File: src/hw/rtl/lspe_pkg.sv
// types, codes and defaults for the lsb stego payload extractor
// no dependencies; used by the top level and its checker
`timescale 1ns / 1ps

package lspe_pkg;

  // default sizes of the hidden stream fields
  localparam int unsigned MAGIC_MAX_BYTES = 8;
  localparam int unsigned MAX_EXTENSION   = 4;
  localparam int unsigned SIZE_BITS       = 32;

  // stream payload widths
  localparam int unsigned S_TDATA_W = 8;
  localparam int unsigned S_TUSER_W = 1;
  localparam int unsigned M_TDATA_W = 8;
  localparam int unsigned M_TUSER_W = 5;

  // configuration port
  localparam int unsigned CFG_IDX_W  = 2;
  localparam int unsigned CFG_DATA_W = 64;

  localparam logic [CFG_IDX_W-1:0] CFG_HEADER_SKIP  = 2'd0;
  localparam logic [CFG_IDX_W-1:0] CFG_MAGIC_LENGTH = 2'd1;
  localparam logic [CFG_IDX_W-1:0] CFG_MAGIC_BYTES  = 2'd2;

  localparam logic [15:0] HEADER_SKIP_RST  = 16'd54;
  localparam logic [3:0]  MAGIC_LENGTH_RST = 4'd2;
  localparam logic [63:0] MAGIC_BYTES_RST  = 64'd0;

  typedef enum logic [2:0] {
    PH_HEADER = 3'd0,
    PH_MAGIC  = 3'd1,
    PH_EXTLEN = 3'd2,
    PH_EXT    = 3'd3,
    PH_SIZE   = 3'd4,
    PH_DATA   = 3'd5,
    PH_END    = 3'd6
  } phase_e;

  typedef enum logic [1:0] {
    KIND_EXT    = 2'd0,
    KIND_DATA   = 2'd1,
    KIND_STATUS = 2'd2
  } kind_e;

  typedef enum logic [2:0] {
    ST_OK       = 3'd0,
    ST_DONE     = 3'd1,
    ST_MISMATCH = 3'd2,
    ST_BADEXT   = 3'd3,
    ST_TRUNC    = 3'd4
  } status_e;

  // one result transaction; fields from the lowest tuser bit up: kind, status
  typedef struct packed {
    logic    last;
    status_e status;
    kind_e   kind;
    logic [7:0] out_byte;
  } res_t;

endpackage

File: src/hw/rtl/lsb_stego_payload_extractor.sv
// lsb steganography payload extractor, top level
// depends on lspe_pkg
`timescale 1ns / 1ps

// Usage
//   s_axis carries one cover image byte per transaction: tdata[7:0] is the
//   byte (only bit 0 is read), tuser is the end-of-image flag. Raising tuser
//   ends the image; the block then reports truncation unless already done.
//   m_axis carries zero or one result per accepted transaction: the decoded
//   extension or payload character in tdata, kind and status in tuser, and
//   tlast on the final payload byte or on any terminal status.
//   Configuration (header skip, magic length, magic bytes) is written through
//   cfg_we_i / cfg_index_i / cfg_data_i while the stream is idle.
// Timing
//   one image byte per clock while s_axis_tready is high; all decode work happens
//   in the accepting cycle, whose edge registers the result for m_axis.
//   an output register plus a one-entry skid buffer decouple the sides, so
//   s_axis_tready is a register: it drops only once a stalled result sits in
//   the output register and a second one has gone to the skid stage.
// Reset
//   decode restarts in the header skip phase with all counters cleared and the
//   registers back to skip 54, magic length 2, magic bytes zero. After a
//   terminal result every further transaction is taken and dropped.

module lsb_stego_payload_extractor #(
  parameter int unsigned MagicMaxBytes = lspe_pkg::MAGIC_MAX_BYTES,
  parameter int unsigned MaxExtension  = lspe_pkg::MAX_EXTENSION,
  parameter int unsigned SizeBits      = lspe_pkg::SIZE_BITS
) (
  input  logic                                clk_i,
  input  logic                                rst_ni,
  // configuration write port
  input  logic                                cfg_we_i,
  input  logic [lspe_pkg::CFG_IDX_W-1:0]      cfg_index_i,
  input  logic [lspe_pkg::CFG_DATA_W-1:0]     cfg_data_i,
  // image byte stream
  input  logic                                s_axis_tvalid,
  output logic                                s_axis_tready,
  input  logic [lspe_pkg::S_TDATA_W-1:0]      s_axis_tdata,  // [7:0] image_byte
  input  logic [lspe_pkg::S_TUSER_W-1:0]      s_axis_tuser,  // [0] stream_end
  // decoded result stream
  output logic                                m_axis_tvalid,
  input  logic                                m_axis_tready,
  output logic [lspe_pkg::M_TDATA_W-1:0]      m_axis_tdata,  // [7:0] out_byte
  output logic [lspe_pkg::M_TUSER_W-1:0]      m_axis_tuser,  // [1:0] kind, [4:2] status
  output logic                                m_axis_tlast   // last
);

  import lspe_pkg::*;

  localparam int unsigned CntW = $clog2(SizeBits);

  // configuration registers
  logic [15:0] header_skip_q;
  logic [3:0]  magic_length_q;
  logic [63:0] magic_bytes_q;

  // decode state
  phase_e              phase_q, phase_d;
  logic [15:0]         header_count_q, header_count_d;
  logic [CntW-1:0]     bit_count_q, bit_count_d;
  logic [SizeBits-1:0] bit_shift_q, bit_shift_d;
  logic [SizeBits-1:0] field_count_q, field_count_d;

  // output register and skid stage
  logic out_valid_q, skid_valid_q;
  res_t out_q, skid_q;

  // per-transaction decode signals
  logic                in_fire;
  logic                in_bit;
  logic                in_end;
  logic                header_wait;
  logic [3:0]          magic_len_eff;
  phase_e              eff_phase;
  logic [CntW-1:0]     eff_bit_count;
  logic [SizeBits-1:0] eff_shift;
  logic [SizeBits-1:0] eff_field;
  logic [SizeBits-1:0] shift_next;
  logic                wide_field;
  logic                word_done;
  logic [7:0]          ch;
  logic [2:0]          magic_idx;
  logic [7:0]          magic_expect;
  logic                magic_ok;
  logic [SizeBits-1:0] field_inc;
  logic [SizeBits-1:0] field_dec;
  logic                magic_last;
  logic                ext_bad;
  logic                res_valid;
  res_t                res;
  logic                out_taken;

  assign in_fire = s_axis_tvalid && s_axis_tready;
  assign in_bit  = s_axis_tdata[0];
  assign in_end  = s_axis_tuser[0];

  // ---------------------------------------------------------------------------
  // configuration writes, effective at once
  // ---------------------------------------------------------------------------
  always_ff @(posedge clk_i or negedge rst_ni) begin
    if (!rst_ni) begin
      header_skip_q  <= HEADER_SKIP_RST;
      magic_length_q <= MAGIC_LENGTH_RST;
      magic_bytes_q  <= MAGIC_BYTES_RST;
    end else if (cfg_we_i) begin
      case (cfg_index_i)
        CFG_HEADER_SKIP:  header_skip_q  <= cfg_data_i[15:0];
        CFG_MAGIC_LENGTH: magic_length_q <= cfg_data_i[3:0];
        CFG_MAGIC_BYTES:  magic_bytes_q  <= cfg_data_i;
        default: ;
      endcase
    end
  end

  // ---------------------------------------------------------------------------
  // shared decode terms
  // ---------------------------------------------------------------------------
  // magic length saturates at the widest magic the block compares
  assign magic_len_eff = (magic_length_q > 4'(MagicMaxBytes)) ? 4'(MagicMaxBytes)
                                                               : magic_length_q;
  assign header_wait = (phase_q == PH_HEADER) && (header_count_q < header_skip_q);

  // the first hidden bit leaves the header phase and starts from clean counters
  always_comb begin
    if (phase_q == PH_HEADER) begin
      eff_phase     = (magic_len_eff == 4'd0) ? PH_EXTLEN : PH_MAGIC;
      eff_bit_count = '0;
      eff_shift     = '0;
      eff_field     = '0;
    end else begin
      eff_phase     = phase_q;
      eff_bit_count = bit_count_q;
      eff_shift     = bit_shift_q;
      eff_field     = field_count_q;
    end
  end

  // msb first: the new bit enters at the bottom
  assign shift_next = {eff_shift[SizeBits-2:0], in_bit};
  assign wide_field = (eff_phase == PH_EXTLEN) || (eff_phase == PH_SIZE);
  assign word_done  = wide_field ? (eff_bit_count == CntW'(SizeBits - 1))
                                 : (eff_bit_count == CntW'(7));
  assign ch         = shift_next[7:0];

  // magic character i sits in bits 63-8i downto 56-8i
  assign magic_idx    = eff_field[2:0];
  assign magic_expect = magic_bytes_q[{~magic_idx, 3'b000} +: 8];
  assign magic_ok     = (ch == magic_expect);

  assign field_inc  = eff_field + SizeBits'(1);
  assign field_dec  = eff_field - SizeBits'(1);
  assign magic_last = (field_inc >= SizeBits'(magic_len_eff));
  assign ext_bad    = (shift_next > SizeBits'(MaxExtension));

  // ---------------------------------------------------------------------------
  // next state
  // ---------------------------------------------------------------------------
  always_comb begin
    phase_d        = phase_q;
    header_count_d = header_count_q;
    bit_count_d    = bit_count_q;
    bit_shift_d    = bit_shift_q;
    field_count_d  = field_count_q;
    if (in_fire && (phase_q != PH_END)) begin
      if (in_end) begin
        phase_d = PH_END;
      end else if (header_wait) begin
        header_count_d = header_count_q + 16'd1;
      end else begin
        phase_d       = eff_phase;
        field_count_d = eff_field;
        bit_shift_d   = shift_next;
        bit_count_d   = eff_bit_count + CntW'(1);
        if (word_done) begin
          bit_count_d = '0;
          bit_shift_d = '0;
          case (eff_phase)
            PH_MAGIC: begin
              if (!magic_ok) begin
                phase_d = PH_END;
              end else begin
                field_count_d = field_inc;
                if (magic_last) begin
                  phase_d       = PH_EXTLEN;
                  field_count_d = '0;
                end
              end
            end
            PH_EXTLEN: begin
              if (ext_bad) begin
                phase_d = PH_END;
              end else begin
                field_count_d = shift_next;
                phase_d       = (shift_next == '0) ? PH_SIZE : PH_EXT;
              end
            end
            PH_EXT: begin
              field_count_d = field_dec;
              if (field_dec == '0) begin
                phase_d = PH_SIZE;
              end
            end
            PH_SIZE: begin
              field_count_d = shift_next;
              phase_d       = (shift_next == '0) ? PH_END : PH_DATA;
            end
            PH_DATA: begin
              field_count_d = field_dec;
              if (field_dec == '0) begin
                phase_d = PH_END;
              end
            end
            default: ;
          endcase
        end
      end
    end
  end

  // ---------------------------------------------------------------------------
  // result of the current transaction
  // ---------------------------------------------------------------------------
  always_comb begin
    res_valid    = 1'b0;
    res.out_byte = 8'd0;
    res.kind     = KIND_STATUS;
    res.status   = ST_OK;
    res.last     = 1'b0;
    if (in_fire && (phase_q != PH_END)) begin
      if (in_end) begin
        res_valid  = 1'b1;
        res.status = ST_TRUNC;
        res.last   = 1'b1;
      end else if (!header_wait && word_done) begin
        case (eff_phase)
          PH_MAGIC: begin
            if (!magic_ok) begin
              res_valid  = 1'b1;
              res.status = ST_MISMATCH;
              res.last   = 1'b1;
            end
          end
          PH_EXTLEN: begin
            if (ext_bad) begin
              res_valid  = 1'b1;
              res.status = ST_BADEXT;
              res.last   = 1'b1;
            end
          end
          PH_EXT: begin
            res_valid    = 1'b1;
            res.out_byte = ch;
            res.kind     = KIND_EXT;
          end
          PH_SIZE: begin
            // empty payload ends the stream right away
            if (shift_next == '0) begin
              res_valid  = 1'b1;
              res.status = ST_DONE;
              res.last   = 1'b1;
            end
          end
          PH_DATA: begin
            res_valid    = 1'b1;
            res.out_byte = ch;
            res.kind     = KIND_DATA;
            if (field_dec == '0) begin
              res.status = ST_DONE;
              res.last   = 1'b1;
            end
          end
          default: ;
        endcase
      end
    end
  end

  always_ff @(posedge clk_i or negedge rst_ni) begin
    if (!rst_ni) begin
      phase_q        <= PH_HEADER;
      header_count_q <= '0;
      bit_count_q    <= '0;
      bit_shift_q    <= '0;
      field_count_q  <= '0;
    end else begin
      phase_q        <= phase_d;
      header_count_q <= header_count_d;
      bit_count_q    <= bit_count_d;
      bit_shift_q    <= bit_shift_d;
      field_count_q  <= field_count_d;
    end
  end

  // ---------------------------------------------------------------------------
  // output register with skid stage
  // ---------------------------------------------------------------------------
  // input is held off only while the skid stage is occupied
  assign s_axis_tready = !skid_valid_q;
  assign out_taken     = out_valid_q && m_axis_tready;

  always_ff @(posedge clk_i or negedge rst_ni) begin
    if (!rst_ni) begin
      out_valid_q  <= 1'b0;
      skid_valid_q <= 1'b0;
    end else if (skid_valid_q) begin
      // no new transaction can arrive here; just drain the skid stage
      if (out_taken) begin
        out_valid_q  <= 1'b1;
        skid_valid_q <= 1'b0;
      end
    end else if (!out_valid_q || out_taken) begin
      out_valid_q <= res_valid;
    end else if (res_valid) begin
      skid_valid_q <= 1'b1;
    end
  end

  // payload registers, no reset needed
  always_ff @(posedge clk_i) begin
    if (skid_valid_q) begin
      if (out_taken) begin
        out_q <= skid_q;
      end
    end else if (!out_valid_q || out_taken) begin
      if (res_valid) begin
        out_q <= res;
      end
    end else if (res_valid) begin
      skid_q <= res;
    end
  end

  assign m_axis_tvalid = out_valid_q;
  assign m_axis_tdata  = out_q.out_byte;
  assign m_axis_tuser  = {out_q.status, out_q.kind};
  assign m_axis_tlast  = out_q.last;

endmodule

File: config.mk
export PLATFORM = sky130hd
export DESIGN_NAME = lsb_stego_payload_extractor
export DESIGN_NICKNAME = d
export VERILOG_FILES = /design/src/hw/rtl/lspe_pkg.sv /design/src/hw/rtl/lsb_stego_payload_extractor.sv
export SDC_FILE = /design/constraint.sdc
export NUM_CORES = 1
export LEC_CHECK = 0
export ABC_AREA = 1
export BUFFER_PORTS_ARGS = -buffer_cell sky130_fd_sc_hd__buf_2
export CORE_MARGIN = 4
export CORE_UTILIZATION = 63
export CTS_BUF_LIST = sky130_fd_sc_hd__clkbuf_8
export DETAILED_ROUTE_END_ITERATION = 8
export PLACE_DENSITY = 0.83
export SLEW_MARGIN = 20
export SYNTH_ARGS = -nofsm -noshare
export SYNTH_HDL_FRONTEND = slang
export SYNTH_SLANG_ARGS = --single-unit
export TNS_END_PERCENT = 1
File: constraint.sdc
create_clock -name clk_i -period 3.9 [get_ports clk_i]
set_clock_uncertainty 0.15 [all_clocks]
set_input_delay 0.585 -clock clk_i [delete_from_list [all_inputs] [get_ports clk_i]]
set_output_delay 0.585 -clock clk_i [all_outputs]
set_load 0.02 [all_outputs]
==> reports/metrics.yaml <==
finish:
  area_delta_synth_final_pct: 11.8
  final_util_pct: 71.5
  fillers: 1683
  final_common_cell: "nand2_1"
  drive_above_1_share_pct: 13.3
  nets: 2027
  antenna_cells: 0
  final_cell_mix: "nand2_1, inv_1, nor2_1"
yosys:
  ys_ff_latch: 201
  synth-xor-area-share_pct: 1.29
  synthDistinctLibCells: 47
  ys_seq_area_share_pct: 40.1
  synth_compound_area_share_pct: 13.4
  synth_edf_count: 28
  syn_nets: 1928
  ys_async_sr_fraction_pct: 86.1
  synthAdderAreaFrac_pct: 2.13
  yosysTopAreaCellShare_pct: 32.6
  ys_warn_count: 0
  syn-cell-area_sq_um: 12900
  synth_top_family_by_area: "simple AND/OR/NAND/NOR gates"
  yosys.area_share.simple_pct: 31.2
  synth_top_area_cell: "dfrtp_1"
  syn_inst: 1826
  synthMuxAreaShare_pct: 2.18
  synth_ff_type: "dfrtp_1"
  ys_top_cells_by_area: "dfrtp_1, nand2_1, edfxtp_1, inv_1, o21ai_0"
  avgSynthCellArea_sq_um: 7.06
clock_network:
  cts_setup_buffers: 0
  cts_sinks: 201
  cts.reportedPaths.clkPinSlew_ns: 0.06
  cts_tree: "yes"
  cts_inserted_buffers: 36
  clockBufferDepth: 3
  cts.htree.levels: 2
  cts-root-buf: "clkbuf_8"
  clk_latency_ns: 0.55
critical_path:
  cpMaxStageDelayCell: "dfrtp_1"
  cp_common_cell: "nand2_1"
  cp-end-kind: "register"
  max_stage_delay_ns: 0.41
  worstPathArrival_ns: 4.01
  path_cells: "inv_1, nand2_8, nand2_4, inv_2, ha_1, nand2_1, nor2_1, nand3_1, nor2_4, nand2_2, nor2_1, nand4_1, nand2_1, nand2_1, nor2_1, nand3_1, nor2_4, nand3_1, nand2_1, nand2_1, a21oi_1"
  start_kind: "register"
  crit_family: "simple AND/OR/NAND/NOR gates"
  crit_type: "register to register"
  crit_buf_inv: 2
  path_max_fanout: 11
  cp.required_ns: 4.20
floorplan:
  rows: 52
  core_area_sq_um: 20200
  pin_count: 96
  dieArea_sq_um: 22800
  die_x_um: 151
  initial_core_util_pct: 63.9
  die_height_um: 151
route:
  postRouteAntennaNets: 0
  drt-pass1-iter-count: 7
  avgViaCountPerCell: 5.83
  drt_wl_total_mm: 39.2
  vias: 12900
  drc: 0
  post_drt_wl_per_cell_um: 17.6
  drt_iter0_markers: 1071
pwr:
  power_density_nw_per_um2: 572
  total_power_w: 0.00824
  ir_worst_vdd_mv: 0.381
  p_leak_nw: 7.10
timing:
  fin_crit_sh_pct: 95.1
  slew_headroom_pct: 43.0
  finalSetupViolCount: 0
  hold_viol: 0
  final_max_slew_viol_count: 0
  rsz0062_at_grt: "yes"
  tightestPinTransition_ns: 0.854
  fin_ws_ns: 0.190
  min_period_ns: 3.71
  fmax_mhz: 270
run:
  maxCapViolCount: 0
global_routing:
  grt_util_all_layers_pct: 34.6
  grt_pass1_wl_mm: 62.4
  grt.overflow.total: 0
  grt_pass1_vias: 12600
  grt_max_degree: 78
  antenna_found_initial: 0
placement:
  gp_congestion: 0.985
  hpwl_mm: 28.6
  dpl_worst_slack_ns: 0.303
  numPortBuffers: 88
run_status:
  outcome: "finished, final reports clean"
min_path:
  hp-class: "input pin to register"
[power by group]
group          switching, W  leakage [nW]  total (W)  internal [W]
clock network      0.000907         0.412    0.00201       0.00111
logic               0.00220          4.37    0.00323       0.00102
registers          0.000399          2.33    0.00300       0.00260
[cell families after synthesis]
| group | count (synthesis) |
|---|---|
| simple gates | 927 |
| compound gates | 329 |
| buf+inv | 303 |
| flops | 201 |
| mux | 25 |
| fa+ha+maj | 22 |
| xor+xnor | 19 |
[stage by stage]
stage	TNS (ns)	cells	hold slack, ns	instance area [sq um]
after global placement	0	2156	0.315	13700
after detailed placement	0	2156	0.324	13700
after global routing	-1.52	2220	0.105	14400
final	0	2220	0.117	14400
after CTS	0	2220	0.105	14400
after floorplan	0	1826	0.139	12900
[cell usage after synthesis, drive strengths merged, types with 2 or more instances]
cell type	number
nand2	489
inv	232
nor2	201
o21ai	189
dfrtp	168
nand3	166
a21oi	104
nand4	44
buf	40
clkbuf	31
edfxtp	28
mux2	25
ha	22
nor3	16
o22ai	15
xor2	14
o211ai	6
dfstp	5
nand3b	5
xnor2	5
o31ai	4
o41ai	3
a21o	2
a31oi	2
a41oi	2
nor4	2
or2	2
[worst paths after layout]
kind | startpoint | endpoint | slack, ns | cells after the start
setup / recovery | phase_q[1] | field_count_q[1] | 0.19 | 21
hold / removal | cfg_data_i[55] | magic_bytes_q[55] | 0.12 | 2
setup reg to reg | phase_q[1] | field_count_q[1] | 0.19 | 21
hold reg to reg | magic_bytes_q[8] | magic_bytes_q[8] | 0.34 | 2
max in group asynchronous | rst_ni | magic_bytes_q[17] | 2.31 | 3
min in group asynchronous | rst_ni | phase_q[2] | 0.42 | 2
[sequential cells by signal (all words and copies together) (netlist names)]
register / flops
m_axis_tuser: 5
field_count_q: 32
m_axis_tvalid: 1
header_skip_q: 16
m_axis_tdata: 8
skid_valid_q: 1
magic_bytes_q: 64
phase_q: 3
magic_length_q: 4
bit_shift_q: 31
bit_count_q: 5
m_axis_tlast: 1
header_count_q: 16
skid_q: 14
[worst register-to-register path, delay by kind of cell, from the launching register on]
family          cells  cell delay (ns)
fa+ha+maj           1             0.24
compound gates      1             0.14
flops               1             0.41
buf+inv             2             0.25
simple gates       17             2.44
[layout make-up]
class                           count  area, sq um  share of cell area [%]
Clock inverter                     18          105                   0.729
Multi-Input combinational cell   1322         6500                    45.1
Clock buffer                       45          619                    4.30
Timing Repair Buffer              132          805                    5.58
Inverter                          232          871                    6.04
Sequential cell                   201         5180                    35.9
Tap cell                          270          338                    2.34
[layer usage]
layer  GRT usage [%]  vias up  routed length (um)
li1                -     6177                   -
met1            43.1     5994               15200
met2            56.7      600               18600
met3            4.88      173                2880
met4            22.0        0                2520
met5               0        -                   0
[repair_timing]
action | CTS | global route
gates resized for setup | 0 | 4
hold buffers | 1 | 0
endpoints found under the setup margin | 0 | 24
endpoints found under the hold margin | 46 | 0
(Power assumes the default switching activity.)
